==> config.mk <==
export PLATFORM = sky130hd
export DESIGN_NAME = rtybs_fifo
export DESIGN_NICKNAME = d
export VERILOG_FILES = /design/src/rtybs_pkg.sv /design/src/rtybs_fifo.sv
export SDC_FILE = /design/constraint.sdc
export NUM_CORES = 1
export LEC_CHECK = 0
export BUFFER_PORTS_ARGS = -buffer_cell sky130_fd_sc_hd__buf_4
export CAP_MARGIN = 20
export CORE_AREA = 2 2 39 41
export CTS_CLUSTER_DIAMETER = 100
export DETAILED_ROUTE_END_ITERATION = 8
export DIE_AREA = 0 0 41 43
export GPL_ROUTABILITY_DRIVEN = 0
export HOLD_SLACK_MARGIN = 0.05
export PLACE_DENSITY = 0.64
export SLEW_MARGIN = 20
export SYNTH_ARGS = -nofsm -noshare
export SYNTH_HDL_FRONTEND = slang
export SYNTH_SLANG_ARGS = --single-unit
==> constraint.sdc <==
create_clock -name clock -period 2.2 [get_ports clock]
set_clock_uncertainty 0.15 [all_clocks]
set_input_delay 0.11 -clock clock [delete_from_list [all_inputs] [get_ports clock]]
set_output_delay 0.11 -clock clock [all_outputs]
set_load 0.01 [all_outputs]
==> src/rtybs_pkg.sv <==
`default_nettype none

package rtybs_pkg;

   localparam int BLOCK_SIZE  = 8;
   localparam int BLK_BITS    = 3;
   localparam int QUEUE_DEPTH = 4;
   localparam int QPTR_W      = 2;
   localparam int QLEVEL_W    = 3;

   typedef enum logic [1:0] {
      CSR_GRAY_MODE     = 2'd0,
      CSR_WIDTH_BLOCKS  = 2'd1,
      CSR_HEIGHT_BLOCKS = 2'd2
   } csr_index_type;

   typedef struct packed {
      logic [7:0] chroma_red;
      logic [7:0] chroma_blue;
      logic [7:0] luma;
   } sample_type;

   typedef struct packed {
      logic       emit;
      logic       last_of_image;
      logic [8:0] block_row;
      logic [6:0] block_column;
   } blk_info_type;

   typedef enum logic {
      BK_IDLE,
      BK_SWEEP
   } bk_state_type;

endpackage

`default_nettype wire

==> src/rtybs_fifo.sv <==
`default_nettype none

module rtybs_fifo #(
   parameter int WIDTH = 1
) (
   input  logic                              clock,
   input  logic                              reset,
   input  logic                              push,
   input  logic [WIDTH-1:0]                  push_data,
   input  logic                              pop,
   output logic                              pop_valid,
   output logic [WIDTH-1:0]                  pop_data,
   output logic [rtybs_pkg::QLEVEL_W-1:0]    level
);

   logic [WIDTH-1:0]                 slot_ff [0:rtybs_pkg::QUEUE_DEPTH-1];
   logic [rtybs_pkg::QPTR_W-1:0]     wr_ptr_ff, wr_ptr_in;
   logic [rtybs_pkg::QPTR_W-1:0]     rd_ptr_ff, rd_ptr_in;
   logic [rtybs_pkg::QLEVEL_W-1:0]   level_ff, level_in;

   assign pop_valid = (level_ff != '0);
   assign pop_data  = slot_ff[rd_ptr_ff];
   assign level     = level_ff;

   always_comb begin
      wr_ptr_in = wr_ptr_ff + rtybs_pkg::QPTR_W'(push);
      rd_ptr_in = rd_ptr_ff + rtybs_pkg::QPTR_W'(pop);
      level_in  = level_ff + rtybs_pkg::QLEVEL_W'(push) - rtybs_pkg::QLEVEL_W'(pop);
   end

   always_ff @(posedge clock) begin
      if (reset) begin
         wr_ptr_ff <= '0;
         rd_ptr_ff <= '0;
         level_ff  <= '0;
      end else begin
         wr_ptr_ff <= wr_ptr_in;
         rd_ptr_ff <= rd_ptr_in;
         level_ff  <= level_in;
      end
   end

   always_ff @(posedge clock) begin
      if (push) begin
         slot_ff[wr_ptr_ff] <= push_data;
      end
   end

endmodule

`default_nettype wire

**Word level (Yosys, flattened, before mapping)**

Memories as Yosys holds them, arrays and structs flattened. A register that Yosys moved wholly into a read port is not among the register bits.
Index checks and enable logic that the tools add are counted.

- Register bits: 7
- Bits in latches: 0
- Bits in writable memories: 4
- ROM bits: 0
- Output and inout port bits: 5
- Logic and storage cells: 12
- Memories: 1

- Add/sub/neg operators: 4
- Multiply operators: 0
- Div/mod/pow operators: 0
- Magnitude comparators: 0
- Equality and inequality tests: 0
- Shift-type cells: 0
- Mux-type cells: 3
- Bitwise logic cells: 0
- Reduce and logical (&&, ||, !) cells: 1

Memories:

| name | depth | bits a word | read ports | clocked after Yosys merged registers in | write ports | line | text |
|---|---|---|---|---|---|---|---|
| slot_ff | 4 | 1 | 1 | 1 | 1 | rtybs_fifo.sv:16 | `logic [WIDTH-1:0] slot_ff [0:rtybs_pkg::QUEUE_DEPTH-1];` |

Operator list:

| kind | number |
|---|---|
| adder 2 x 1 -> 2 bit | 2 |
| adder 3 x 1 -> 3 bit | 1 |
| nonzero test 3 bit | 1 |
| subtractor 3 x 1 -> 3 bit | 1 |
| 2-to-1 mux 1 bit | 2 |
| 2-to-1 mux 2 bit | 1 |

**Longest topological paths before layout**

- Depth in word-level cells: 2
- Gate-level depth with buffers: 8
- Mapped depth without buffers: 8

**Worst setup path after synthesis**

Ideal clock, no wire load.

- Path kind: register to register
- From: register level_ff, in the netlist level[0]
- To: register level_ff, in the netlist level[2]
- Setup time: 0.110 ns
- Data arrival time: 1.468 ns
- Required time: 1.940 ns
- Path slack: 0.472 ns
- Cell stages (with the launch flop): 9
- Clock period less this slack: 1.728 ns
- Cell sequence: dfxtp_1 inv_1 ha_1 inv_1 ha_1 inv_1 fa_1 xnor3_1 nor2_1

- Word-level cells in the longest chain between the ends: 2

Ends and longest elaborated chain:

| what | line | text |
|---|---|---|
| start, declared | rtybs_fifo.sv:19 | `logic [rtybs_pkg::QLEVEL_W-1:0] level_ff, level_in;` |
| start signal, assigned | rtybs_fifo.sv:39 | `level_ff <= level_in;` |
| adder 3 x 1 -> 3 bit | rtybs_fifo.sv:28 | `level_in = level_ff + rtybs_pkg::QLEVEL_W'(push) - rtybs_pkg::QLEVEL_W'(pop);` |
| subtractor 3 x 1 -> 3 bit | rtybs_fifo.sv:28 |  |

No other way between the ends.
A chain may end at the register's enable or synchronous reset.

**Final worst setup path**

- From: input port pop
- To: register level_ff, in the netlist level[2]

- Word-level cells in the longest chain between the ends: 1

Ends and longest elaborated chain:

| what | line | text |
|---|---|---|
| start, declared | rtybs_fifo.sv:10 | `input logic pop,` |
| subtractor 3 x 1 -> 3 bit | rtybs_fifo.sv:28 |  |

No other way between the ends.

==> results.tsv <==
stage	metric	value	unit
route	drtAntennaViolNets	0	
floorplanning	initial_core_util	34.4	%
route	drt_wirelength	636	um
timing	slew-limit-headroom	86.3	%
logic_synthesis	ys_top_cells_by_count	7 x dfxtp_1, 5 x nor2_1, 4 x edfxtp_1, 4 x ha_1	
grt	grt.busiest_layer	met2	
final_layout	fillCellCount	141	
timing	post_route_minimum_period	1890	ps
power	worst_ir_drop_vdd	489	uV
timing	tightest_slew	205	ps
route	drtPass1Iterations	2	
job	drv_cap	0	
logic_synthesis	most_common_cell_in_the_netlist	dfxtp_1	
final_layout	design_area	619	um2
grt	grt.met2_usage	13.1	%
critical_path	worst_path_max_delay_cell	dlygate4sd3_1	
critical_path	required	2210	ps
logic_synthesis	postSynthNetCount	46	
timing	clock.fmax	0.529	GHz
clocking	clkLatencyLatePin	260	ps
critical_path	critical_path.endpoint_type	register	
timing	final.period_utilization	85.9	%
power	power.leakage	0.000273	uW
logic_synthesis	ys_warn_count	0	
power	report.power.total	564	uW
floorplanning	floorplan.die.width	41	um
logic_synthesis	synth.yosys.seq_area_share	54.7	%
critical_path	max_stage_delay	540	ps
placed_design	dp.cells	61	
floorplanning	design.core.area	0.00138	mm2
floorplanning	rows	14	
critical_path	startpoint_type	input pin	
final_layout	multiInputGateArea	204	um2
floorplanning	design.die.area	0.00176	mm2
grt	antenna_found_initial	0	
timing	rsz0062_at_grt	false	
final_layout	final-seq-area	260	um2
clocking	post_cts.repair.setup_buffers	0	
grt	gr-usage-met1	12.1	%
clocking	total_clock_sinks	11	
logic_synthesis	synthArstFlopShare	0	%
critical_path	worst_ep_arrival_time	1900	ps
final_layout	drive_above_1_share	26.9	%
grt	number_of_global_route_vias_before_repair	296	
grt	grt_start_max_net_pins	8	
logic_synthesis	netlist_area	475	um2
logic_synthesis	synth.lib_cells_used.distinct	15	
power	p_per_area	911	mW/mm2
logic_synthesis	number_of_enable_type_register_cells_in_the_synthesized_netlist	4	
timing	finalSetupTns	0	ps
critical_path	path_class	in -> reg	
timing	final_worst_setup_slack	311	ps
route	route.vias.total	308	
clocking	master_cell_of_the_clock_root_buffer	clkbuf_4	
grt	global_route_wire_length_before_repair	1120	um
grt	grt_overflow_total	0	
floorplanning	die_h	43	um
clocking	cts_buffers	3	
placed_design	detailedPlace.worstSlack	471	ps
final_layout	insertedDiodeCount	0	
route	detailedRoute.firstIterationViolations	6	
logic_synthesis	yosys_most_used_dff	dfxtp_1	
route	drt-wirelength-per-cell	9.35	um
worst_hold_path	hold_path.class	in -> reg	
final_layout	layout.cells.non_filler	68	
final_layout	finalNetCount	63	
placed_design	dpl-instance-area	563	um2
critical_path	r2r_slack	460	ps
logic_synthesis	ys_ff_latch	11	
logic_synthesis	post_synth_main_area_contributors	dfxtp_1 29%, edfxtp_1 25%, ha_1 11%	
clocking	cts_tree	built	
route	drcViolationCount	0	
timing	hold_viol	0	
clocking	maximum_buffer_depth_of_the_clock_tree	2	
logic_synthesis	cells_after_synthesis	36	
clocking	htreeDepth	1	
logic_synthesis	synthDominantAreaCellType	dfxtp_1	
final_layout	layout-area-overhead-vs-synth	30.3	%
run_status	status	completed	
timing	timing.final.setup_violations	0	
critical_path	crit_fanout	2	
timing	drv_slew	0	
grt	grt.met3_usage	3.14	%
clocking	cts.reportedPaths.clkPinSlew	70	ps
floorplanning	ios	10	
logic_synthesis	post_synth.cell_area_avg	13.2	um2
logic_synthesis	synth_largest_type_area_fraction	29.5	%
critical_path	cell_breakdown_of_the_critical_path	dlygate4sd3_1, buf_4, ha_1, inv_1, ha_1, inv_1, fa_1, xnor3_1, nor2_1	
placed_design	quantity_of_i_o_buffers_inserted_on_ports	9	
grt	globalRouteTotalUtil	10.4	%
route	post_drt_via_cell_ratio	4.53	
-- flip-flops by register name, summed over array words and instances (netlist names) --
name and count:
slot_ff 4, level 3, wr_ptr_ff 2, rd_ptr_ff 2
-- per-layer routing --
layer  wire [um]  up-vias
met3          21        2
li1            -      152
met4           8        0
met1         279      150
met5           0        -
met2         326        4
-- layout by cell type, fill, tap and decap left out, drive strengths merged --
| cell type | count |
|---|---|
| fa | 1 |
| xnor3 | 1 |
| nor2b | 3 |
| nand2 | 1 |
| nor2 | 5 |
| buf | 9 |
| or3 | 1 |
| and3 | 1 |
| nor3b | 1 |
| inv | 3 |
| clkbuf | 4 |
| ha | 4 |
| dfxtp | 7 |
| dlygate4sd3 | 3 |
| and3b | 1 |
| xnor2 | 2 |
| edfxtp | 4 |
| mux4 | 1 |
-- path summary, 6_finish.rpt --
| path | start | to | cells past startpoint |
|---|---|---|---|
| hold / removal | push | wr_ptr_ff[0] | 3 |
| setup reg to reg | level[0] | level[2] | 8 |
| setup / recovery | pop | level[2] | 9 |
| hold reg to reg | rd_ptr_ff[1] | rd_ptr_ff[1] | 2 |
-- layout make-up --
type                       instances  share of cell area, %
tap                               16                   3.23
clock buffer                       4                   4.24
sequential                        11                   42.0
inverter                           3                   1.82
timing repair buffer              12                   15.8
multi-input combinational         22                   32.9
-- through the flow --
stage	hold WS (ps)	util [%]
after CTS	79.9	44.8
after global placement	164	40.7
after floorplan	26.7	-
final	85.8	44.8
after global routing	93.2	44.8
after detailed placement	165	40.7
-- logic make-up (layout without fill, tap and decap cells) --
family | Yosys count | after routing | synth area share (%)
xor+xnor | 3 | 3 | 8.42
fa+ha+maj | 5 | 5 | 14.7
buf+inv | 3 | 19 | 2.37
flops | 11 | 11 | 54.7
mux | 1 | 1 | 4.74
simple gates | 13 | 13 | 15.0
-- critical path, delay by kind of cell --
family	cells	cell delay, ps
XOR/XNOR	1	200
adder cells (fa/ha/maj)	3	780
buffers and inverters	4	780
AND/OR/NAND/NOR	1	40
-- power breakdown --
group / total [uW] / internal, uW / switching, uW
Sequential: 264 / 240 / 24.4
Clock: 132 / 70.0 / 62.3
Combinational: 168 / 110 / 58.1
Total: 564 / 419 / 145
-- repair_timing --
action                                 in CTS  in global routing
resized for setup                           0                  0
endpoints found under the hold margin      11                  0
hold buffers                                3                  0
(Power assumes the default switching activity.)
