===== src/rtybs_pkg.sv =====
`default_nettype none

package rtybs_pkg;

   localparam int BLOCK_SIZE  = 8;
   localparam int BLK_BITS    = 3;
   localparam int QUEUE_DEPTH = 4;
   localparam int QPTR_W      = 2;
   localparam int QLEVEL_W    = 3;

   typedef enum logic [1:0] {
      CSR_GRAY_MODE     = 2'd0,
      CSR_WIDTH_BLOCKS  = 2'd1,
      CSR_HEIGHT_BLOCKS = 2'd2
   } csr_index_type;

   typedef struct packed {
      logic [7:0] chroma_red;
      logic [7:0] chroma_blue;
      logic [7:0] luma;
   } sample_type;

   typedef struct packed {
      logic       emit;
      logic       last_of_image;
      logic [8:0] block_row;
      logic [6:0] block_column;
   } blk_info_type;

   typedef enum logic {
      BK_IDLE,
      BK_SWEEP
   } bk_state_type;

endpackage

`default_nettype wire


===== src/rtybs_front.sv =====
`default_nettype none

module rtybs_front #(
   parameter int MAX_WIDTH_BLOCKS  = 128,
   parameter int MAX_HEIGHT_BLOCKS = 512
) (
   input  logic                                  clock,
   input  logic                                  reset,
   input  logic                                  csr_valid,
   output logic                                  csr_ready,
   input  logic [1:0]                            csr_index,
   input  logic [9:0]                            csr_data,
   input  logic                                  req_tvalid,
   output logic                                  req_tready,
   input  logic [7:0]                            red,
   input  logic [7:0]                            green,
   input  logic [7:0]                            blue,
   input  logic [rtybs_pkg::QLEVEL_W-1:0]        q_level,
   output logic                                  q_push,
   output rtybs_pkg::sample_type                 q_sample,
   output rtybs_pkg::blk_info_type               q_info,
   output logic [rtybs_pkg::BLK_BITS-1:0]        q_row,
   output logic [$clog2(MAX_WIDTH_BLOCKS*rtybs_pkg::BLOCK_SIZE)-1:0] q_col
);

   localparam int COL_W   = $clog2(MAX_WIDTH_BLOCKS * rtybs_pkg::BLOCK_SIZE);
   localparam int STRIP_W = (MAX_HEIGHT_BLOCKS > 1) ? $clog2(MAX_HEIGHT_BLOCKS) : 1;
   localparam int RB      = rtybs_pkg::BLK_BITS;

   localparam logic [23:0] K_YR = 24'd19595;
   localparam logic [23:0] K_YG = 24'd38470;
   localparam logic [23:0] K_YB = 24'd7471;
   localparam logic [23:0] K_BR = 24'd11056;
   localparam logic [23:0] K_BG = 24'd21712;
   localparam logic [23:0] K_HF = 24'd32768;
   localparam logic [23:0] K_RG = 24'd27440;
   localparam logic [23:0] K_RB = 24'd5328;
   localparam logic signed [26:0] K_OFS = 27'sd8388608;

   function automatic logic [7:0] clamp_q16(input logic signed [26:0] acc);
      if (acc < 0) begin
         return 8'd0;
      end else if (acc[25:16] > 10'd255) begin
         return 8'hFF;
      end else begin
         return acc[23:16];
      end
   endfunction

   // configuration
   logic        gray_ff, gray_in;
   logic [7:0]  wblk_ff, wblk_in;
   logic [9:0]  hblk_ff, hblk_in;

   // raster position
   logic [COL_W-1:0]   col_ff, col_in;
   logic [RB-1:0]      row_ff, row_in;
   logic [STRIP_W-1:0] strip_ff, strip_in;

   logic [7:0]  eff_w;
   logic [9:0]  eff_h;
   logic        accept;
   rtybs_pkg::blk_info_type cur_info;

   // stage a: products
   logic                    a_valid_ff, a_valid_in;
   logic [23:0]             a_prod_ff [0:8];
   logic [7:0]              a_red_ff;
   logic                    a_gray_ff;
   rtybs_pkg::blk_info_type a_info_ff;
   logic [RB-1:0]           a_row_ff;
   logic [COL_W-1:0]        a_col_ff;

   // stage b: sums and clamp
   logic                    b_valid_ff, b_valid_in;
   rtybs_pkg::sample_type   b_sample_ff, b_sample_in;
   rtybs_pkg::blk_info_type b_info_ff;
   logic [RB-1:0]           b_row_ff;
   logic [COL_W-1:0]        b_col_ff;

   logic signed [26:0] y_acc, cb_acc, cr_acc;

   assign csr_ready  = 1'b1;
   assign req_tready = (32'(q_level) + 32'(a_valid_ff) + 32'(b_valid_ff))
                       < 32'(rtybs_pkg::QUEUE_DEPTH);
   assign accept     = req_tvalid && req_tready;

   always_comb begin
      gray_in = gray_ff;
      wblk_in = wblk_ff;
      hblk_in = hblk_ff;
      if (csr_valid) begin
         case (rtybs_pkg::csr_index_type'(csr_index))
            rtybs_pkg::CSR_GRAY_MODE:     gray_in = csr_data[0];
            rtybs_pkg::CSR_WIDTH_BLOCKS:  wblk_in = csr_data[7:0];
            rtybs_pkg::CSR_HEIGHT_BLOCKS: hblk_in = csr_data[9:0];
            default: ;
         endcase
      end
   end

   always_comb begin
      if (wblk_ff == 8'd0) begin
         eff_w = 8'd1;
      end else if (32'(wblk_ff) > 32'(MAX_WIDTH_BLOCKS)) begin
         eff_w = 8'(MAX_WIDTH_BLOCKS);
      end else begin
         eff_w = wblk_ff;
      end
      if (hblk_ff == 10'd0) begin
         eff_h = 10'd1;
      end else if (32'(hblk_ff) > 32'(MAX_HEIGHT_BLOCKS)) begin
         eff_h = 10'(MAX_HEIGHT_BLOCKS);
      end else begin
         eff_h = hblk_ff;
      end
   end

   always_comb begin
      cur_info.emit          = (row_ff == RB'(rtybs_pkg::BLOCK_SIZE - 1)) &&
                               (col_ff[RB-1:0] == RB'(rtybs_pkg::BLOCK_SIZE - 1));
      cur_info.last_of_image = (32'(strip_ff) + 32'd1 == 32'(eff_h)) &&
                               (32'(col_ff >> RB) + 32'd1 == 32'(eff_w));
      cur_info.block_row     = 9'(strip_ff);
      cur_info.block_column  = 7'(col_ff >> RB);
   end

   always_comb begin
      col_in   = col_ff;
      row_in   = row_ff;
      strip_in = strip_ff;
      if (accept) begin
         if (32'(col_ff) + 32'd1 >= 32'({eff_w, 3'b000})) begin
            col_in = '0;
            if (row_ff == RB'(rtybs_pkg::BLOCK_SIZE - 1)) begin
               row_in = '0;
               if (32'(strip_ff) + 32'd1 >= 32'(eff_h)) begin
                  strip_in = '0;
               end else begin
                  strip_in = strip_ff + STRIP_W'(1);
               end
            end else begin
               row_in = row_ff + RB'(1);
            end
         end else begin
            col_in = col_ff + COL_W'(1);
         end
      end
   end

   assign a_valid_in = accept;
   assign b_valid_in = a_valid_ff;

   always_ff @(posedge clock) begin
      if (reset) begin
         gray_ff    <= 1'b0;
         wblk_ff    <= 8'd1;
         hblk_ff    <= 10'd1;
         col_ff     <= '0;
         row_ff     <= '0;
         strip_ff   <= '0;
         a_valid_ff <= 1'b0;
         b_valid_ff <= 1'b0;
      end else begin
         gray_ff    <= gray_in;
         wblk_ff    <= wblk_in;
         hblk_ff    <= hblk_in;
         col_ff     <= col_in;
         row_ff     <= row_in;
         strip_ff   <= strip_in;
         a_valid_ff <= a_valid_in;
         b_valid_ff <= b_valid_in;
      end
   end

   always_ff @(posedge clock) begin
      if (accept) begin
         a_prod_ff[0] <= 24'(red)   * K_YR;
         a_prod_ff[1] <= 24'(green) * K_YG;
         a_prod_ff[2] <= 24'(blue)  * K_YB;
         a_prod_ff[3] <= 24'(red)   * K_BR;
         a_prod_ff[4] <= 24'(green) * K_BG;
         a_prod_ff[5] <= 24'(blue)  * K_HF;
         a_prod_ff[6] <= 24'(red)   * K_HF;
         a_prod_ff[7] <= 24'(green) * K_RG;
         a_prod_ff[8] <= 24'(blue)  * K_RB;
         a_red_ff     <= red;
         a_gray_ff    <= gray_ff;
         a_info_ff    <= cur_info;
         a_row_ff     <= row_ff;
         a_col_ff     <= col_ff;
      end
   end

   always_comb begin
      y_acc  = $signed({3'b000, a_prod_ff[0]}) + $signed({3'b000, a_prod_ff[1]})
             + $signed({3'b000, a_prod_ff[2]});
      cb_acc = K_OFS + $signed({3'b000, a_prod_ff[5]})
             - $signed({3'b000, a_prod_ff[3]}) - $signed({3'b000, a_prod_ff[4]});
      cr_acc = K_OFS + $signed({3'b000, a_prod_ff[6]})
             - $signed({3'b000, a_prod_ff[7]}) - $signed({3'b000, a_prod_ff[8]});
      if (a_gray_ff) begin
         b_sample_in.luma        = a_red_ff;
         b_sample_in.chroma_blue = 8'd128;
         b_sample_in.chroma_red  = 8'd128;
      end else begin
         b_sample_in.luma        = clamp_q16(y_acc);
         b_sample_in.chroma_blue = clamp_q16(cb_acc);
         b_sample_in.chroma_red  = clamp_q16(cr_acc);
      end
   end

   always_ff @(posedge clock) begin
      if (a_valid_ff) begin
         b_sample_ff <= b_sample_in;
         b_info_ff   <= a_info_ff;
         b_row_ff    <= a_row_ff;
         b_col_ff    <= a_col_ff;
      end
   end

   assign q_push   = b_valid_ff;
   assign q_sample = b_sample_ff;
   assign q_info   = b_info_ff;
   assign q_row    = b_row_ff;
   assign q_col    = b_col_ff;

endmodule

`default_nettype wire


===== config.mk =====
export PLATFORM = sky130hd
export DESIGN_NAME = rtybs_front
export DESIGN_NICKNAME = d
export VERILOG_FILES = /design/src/rtybs_pkg.sv /design/src/rtybs_front.sv
export SDC_FILE = /design/constraint.sdc
export NUM_CORES = 1
export LEC_CHECK = 0
export BUFFER_PORTS_ARGS = -buffer_cell sky130_fd_sc_hd__buf_4
export CAP_MARGIN = 10
export CORE_ASPECT_RATIO = 0.7
export CORE_MARGIN = 2
export CORE_UTILIZATION = 45
export CTS_CLUSTER_DIAMETER = 80
export DETAILED_ROUTE_END_ITERATION = 10
export HOLD_SLACK_MARGIN = 0.08
export PLACE_DENSITY = 0.59
export SYNTH_ARGS = -nofsm -noshare
export SYNTH_HDL_FRONTEND = slang
export SYNTH_SLANG_ARGS = --single-unit

===== constraint.sdc =====
create_clock -name clock -period 10.9 [get_ports clock]
set_clock_uncertainty 0.05 [all_clocks]
set_input_delay 2.18 -clock clock [delete_from_list [all_inputs] [get_ports clock]]
set_output_delay 2.18 -clock clock [all_outputs]
set_load 0.05 [all_outputs]

======== Word-level counts from Yosys, hierarchy flattened ========
Memories as Yosys holds them, arrays and structs flattened.
Cells that the tools add are included.
cells by class
  add/sub/neg operators ................... 16
  $mul .................................... 7
  order comparisons ....................... 11
  equal/unequal tests ..................... 6
  mux-type cells .......................... 16
  reductions and logical operators ........ 13
operators with widths
  kind                      number
  $mux W8                   9
  $lt A27 B1 Y1 const B     2
  $sub A26 B25 Y27          2
  $sub A25 B24 Y26          2
  $add A24 B24 Y25 const A  2
  $mul A8 B15 Y23 const B   2
  $mul A8 B11 Y19 const B   2
  $eq A32 B10 Y1            1
  $gt A10 B8 Y1 const B     3
  $mux W10                  3
  $add A25 B24 Y26          1
  $lt A26 B1 Y1 const B     1
  $add A24 B24 Y25          1
  $mul A8 B13 Y21 const B   1
  $mul A8 B10 Y18 const B   1
  $mul A8 B9 Y17 const B    1
  $add A10 B1 Y11 const B   1
  $ge A11 B11 Y1            1
  $add A10 B1 Y10 const B   1
  $add A9 B1 Y10 const B    1
  $ge A10 B10 Y1            1
  $gt A10 B10 Y1 const B    1
  $logic_not A10 Y1         1
  $add A9 B1 Y9 const B     1
  other kinds (19)          27
word-level totals
  bits in registers ....................... 138
  RAM bits ................................ 216
  input port bits ......................... 43
  output and inout bits ................... 58
  logic and storage cells ................. 97
  memories kept ........................... 1
memories
  name       depth  bits a word  read ports  clocked after Yosys merged registers in  write ports  line               RTL
  a_prod_ff  9      24           9           0                                        9            rtybs_front.sv:67  logic [23:0] a_prod_ff [0:8];

======== Logic depth before layout (Yosys ltp) ========
An unclocked memory read counts as a cell.
  word-level depth ........................ 7
  depth in mapped cells ................... 17
  depth with buffers taken out ............ 17

======== Worst setup path after synthesis ========
Ideal clock, no wire load.
  path type ............................... input to register
  from .................................... in q_level[0] (netlist bit)
  to ...................................... reg strip_ff[2]
  setup time .............................. 0.132 ns
  data arrival time ....................... 10.088 ns
  data required time ...................... 10.718 ns
  setup slack ............................. 0.630 ns
  stages on the path ...................... 9
  path buffers ............................ 1
  cells stage by stage .................... ha_1 -> a21o_1 -> a21oi_1 -> nand2_1 -> inv_1 -> clkbuf_1 -> nand3_1 -> o21ai_0 -> a21oi_1
on the way
  word-level cells in the longest chain between the ends .. 5
RTL lines
  what                         line                RTL
  from (decl)                  rtybs_front.sv:18   input logic [rtybs_pkg::QLEVEL_W-1:0] q_level,
  $add A3 B1 Y4                rtybs_front.sv:84   assign req_tready = (32'(q_level) + 32'(a_valid_ff) + 32'(b_valid_ff))
  $add A4 B1 Y5                rtybs_front.sv:84
  $lt A5 B3 Y1                 rtybs_front.sv:85   < 32'(rtybs_pkg::QUEUE_DEPTH);
  net req_tready               rtybs_front.sv:14   output logic req_tready,
  $logic_and A1 B1 Y1          rtybs_front.sv:86   assign accept = req_tvalid && req_tready;
  net a_valid_in               rtybs_front.sv:66   logic a_valid_ff, a_valid_in;
  $reduce_and A3 Y1 (no line)  n/a
  to (signal assigned)         rtybs_front.sv:170  strip_ff <= strip_in;
  to (decl)                    rtybs_front.sv:58   logic [STRIP_W-1:0] strip_ff, strip_in;
The timed path passes the listed nets, and every way through them passes these cells.
A chain may end at the register's enable or synchronous reset.

==> flow_metrics.tcl <==
set metrics [dict create \
    die-area_mm2 0.0534 \
    r2r_end "q_sample[15]$_SDFFCE_PP1P_" \
    status "completed" \
    synthFlopType "edfxtp_1" \
    numPortBuffers 99 \
    slowest_stage "fa_1" \
    critPathMaxFanout 12 \
    fin_cells 2978 \
    end_kind "flip-flop" \
    r2r_setup_slack_ns 6.61 \
    place_inst 2922 \
    hold_viol 0 \
    clk_pin_slew_ns 0.07 \
    cts_tree "built" \
    drt_wl_total_mm 54.6 \
    utilization 0.506 \
    avgSynthCellArea_um2 10.7 \
    rsz0062_at_grt "false" \
    hold_end "q_row[2]$_DFFE_PP_" \
    whs_path_depth 0 \
    syn_to_final_growth_pct 11.0 \
    critPathKind "in2reg" \
    cellLeakagePower_nw 11.9 \
    yosysSeqAreaShare 0.318 \
    max_freq_mhz 160 \
    synth_largest_area_cell "edfxtp_1" \
    drive_gt1_frac 0.0816 \
    switching_share 0.398 \
    gp_congestion 0.913 \
    synth.top_cells.by_area "edfxtp_1 (28%), ha_1 (23%), fa_1 (13%)" \
    post-cts-setup-buffers 0 \
    min_from "a_row_ff[2]$_DFFE_PP_" \
    die_h_um 194 \
    ctsRootBufferMaster "clkbuf_16" \
    yosysWarningCount 0 \
    drcViolationCount 0 \
    antenna_found_initial 2 \
    ys_types 75 \
    vias 15889 \
    core_mm2 0.0509 \
    clkPwrFrac 0.202 \
    synth_edf_count 217 \
    finalSetupViolations 0 \
    syn_inst 2168 \
    cts_made_buffers 30 \
    fill_cells 4548 \
    hold_path.class "reg2reg" \
    worstRegToRegCells 13 \
    postCtsHoldBufs 0 \
    die_width_um 275 \
    worstPathArrival_ns 6.54 \
    slowest_delay_ns 0.56 \
    clock_latency_ns 0.59 \
    synth_area_mm2 0.0232 \
    drt_pass1_iterations 5 \
    p_per_area_mw_per_mm2 205 \
    period_share 0.575 \
    grt.overflow.total 0 \
    grt_use_total 0.210 \
    p_switching_w 0.00210 \
    rows 69 \
    netlist.area_leader.share 0.281 \
    sequentialPowerShare 0.272 \
    cts_sinks 260 \
    synth_nets 2777 \
    grt_pass1_vias 16115 \
    cpMostUsedCell "fa_1" \
    layout_common_cells "ha_1 (420), inv_1 (333), edfxtp_1 (217)" \
    cts_max_level 1 \
    clock_path_buffers 3 \
    finalSetupTns_ns 0 \
    diodes 0 \
    hpwl_mm 43.8 \
    fin_nets 2889 \
    period_needed_ns 6.27 \
    power_frac_comb 0.526 \
    postCtsResizedCells 0 \
    mostFrequentLayoutCell "ha_1" \
    io_pins 101 \
    r2r-start "a_prod_ff[0][78]$_DFFE_PP_" \
    grt_max_degree 75 \
    async_flop_share 0 \
    worst_slew_margin_rel 0.214 \
    critPathLaunchType "primary input" \
    drt_iter0_drc 1086 \
    synth_seq_cells 260 \
    crit_chain "buf_4, fa_1, fa_1, inv_1, fa_1, inv_1, fa_1, ha_1, o21a_1, o21ai_0, a211oi_1, nor3b_1, or3_1, nand2_1, o311ai_0" \
    final_max_slew_viol_count 0 \
    worstMarginPinSlew_ns 1.17 \
    ant_nets 0 \
    cp.required_ns 11.18 \
    max-cap-violations 0 \
    grt_pass1_wl_mm 87.6 \
    start_util 0.456 \
    internal_power_w 0.00317 \
    drt-vias-per-instance 5.34 \
    peakVddDrop_mv 0.138 \
    wl_per_cell_um 18.3 \
]
[cells in the mapped netlist, types with 22 or more instances]
cell type	n
inv_1	334
a21oi_1	100
ha_1	420
nand3_1	36
o21ai_0	59
nand2_1	85
nor3_1	45
a21o_1	31
xnor2_1	116
a31oi_1	22
fa_1	146
dfxtp_1	43
nor2_1	124
edfxtp_1	217
xor2_1	47
o21a_1	23
[registers in the layout, indices dropped and copies added, names as in the netlist]
register,count
q_info,18
a_red_ff,7
q_row,3
a_col_ff,3
a_row_ff,3
a_gray_ff,1
q_col,3
q_sample,24
hblk_ff,10
q_push,1
col_ff,10
row_ff,3
a_prod_ff,137
strip_ff,9
wblk_ff,8
a_info_ff,18
a_valid_ff,1
gray_ff,1
[metal layers]
layer,track usage,share of wire
met4,0.0494,0.025
met5,0,0
met3,0.0627,0.074
met2,0.296,0.40
met1,0.313,0.50
[area by class of cell]
cell class	count	area (um^2)	area share
tap	674	843	0.0328
clock inverter	18	186	0.00725
multi-input combinational	1548	14400	0.561
timing repair buffer	104	781	0.0304
clock buffer	38	842	0.0327
sequential	260	7380	0.287
inverter	336	1270	0.0492
[worst max-delay path by stage]
stage | from | slack [ns] | endpoint
floorplan | q_level[0] | 0.63 | strip_ff[2]$_SDFFE_PP0P_
global placement | blue[5] | 4.25 | a_prod_ff[0][68]$_DFFE_PP_
detailed placement | blue[6] | 4.08 | a_prod_ff[0][67]$_DFFE_PP_
CTS | blue[6] | 4.70 | a_prod_ff[0][67]$_DFFE_PP_
global route | blue[6] | 4.39 | a_prod_ff[0][67]$_DFFE_PP_
finish | blue[6] | 4.63 | a_prod_ff[0][67]$_DFFE_PP_
[metrics by stage]
stage                     power, W  setup slack [ns]  area, um^2  hold slack (ns)
final                      0.00527              4.63       25700            0.366
after global routing       0.00572              4.39       25700            0.382
after CTS                  0.00530              4.70       25700            0.369
after detailed placement   0.00419              4.08       24700            0.355
after global placement     0.00415              4.25       24700            0.351
after floorplan            0.00353             0.630       23200            0.350
[power groups by stage]
| stage | Combinational, W | Sequential (W) | Clock, W |
|---|---|---|---|
| after global routing | 0.00314 | 0.00145 | 0.00112 |
| final | 0.00277 | 0.00143 | 0.00106 |
| after floorplan | 0.00207 | 0.00146 | 0 |
| after detailed placement | 0.00274 | 0.00145 | 0 |
| after global placement | 0.00270 | 0.00145 | 0 |
| after CTS | 0.00278 | 0.00143 | 0.00109 |
[kinds of logic (layout without fill, tap and decap cells)]
family / after synthesis / count (layout) / share of synthesized area
other: 1 / 1 / 0.000162
buffers and inverters: 360 / 496 / 0.0597
muxes: 22 / 22 / 0.00956
DFF: 260 / 260 / 0.318
xor gates and xnor gates: 163 / 163 / 0.0616
AOI/OAI and AO/OA: 360 / 360 / 0.104
adders and majority gates: 566 / 566 / 0.353
and+or+nand+nor: 436 / 436 / 0.0939
[critical path: cells and delay by family]
family                     cells  cell delay (ns)
adders and majority gates      5             2.40
AOI/OAI and AO/OA              4             1.08
and+or+nand+nor                3             0.58
buffers and inverters          3             0.29
Note: power is estimated with default switching activity, not from simulation.
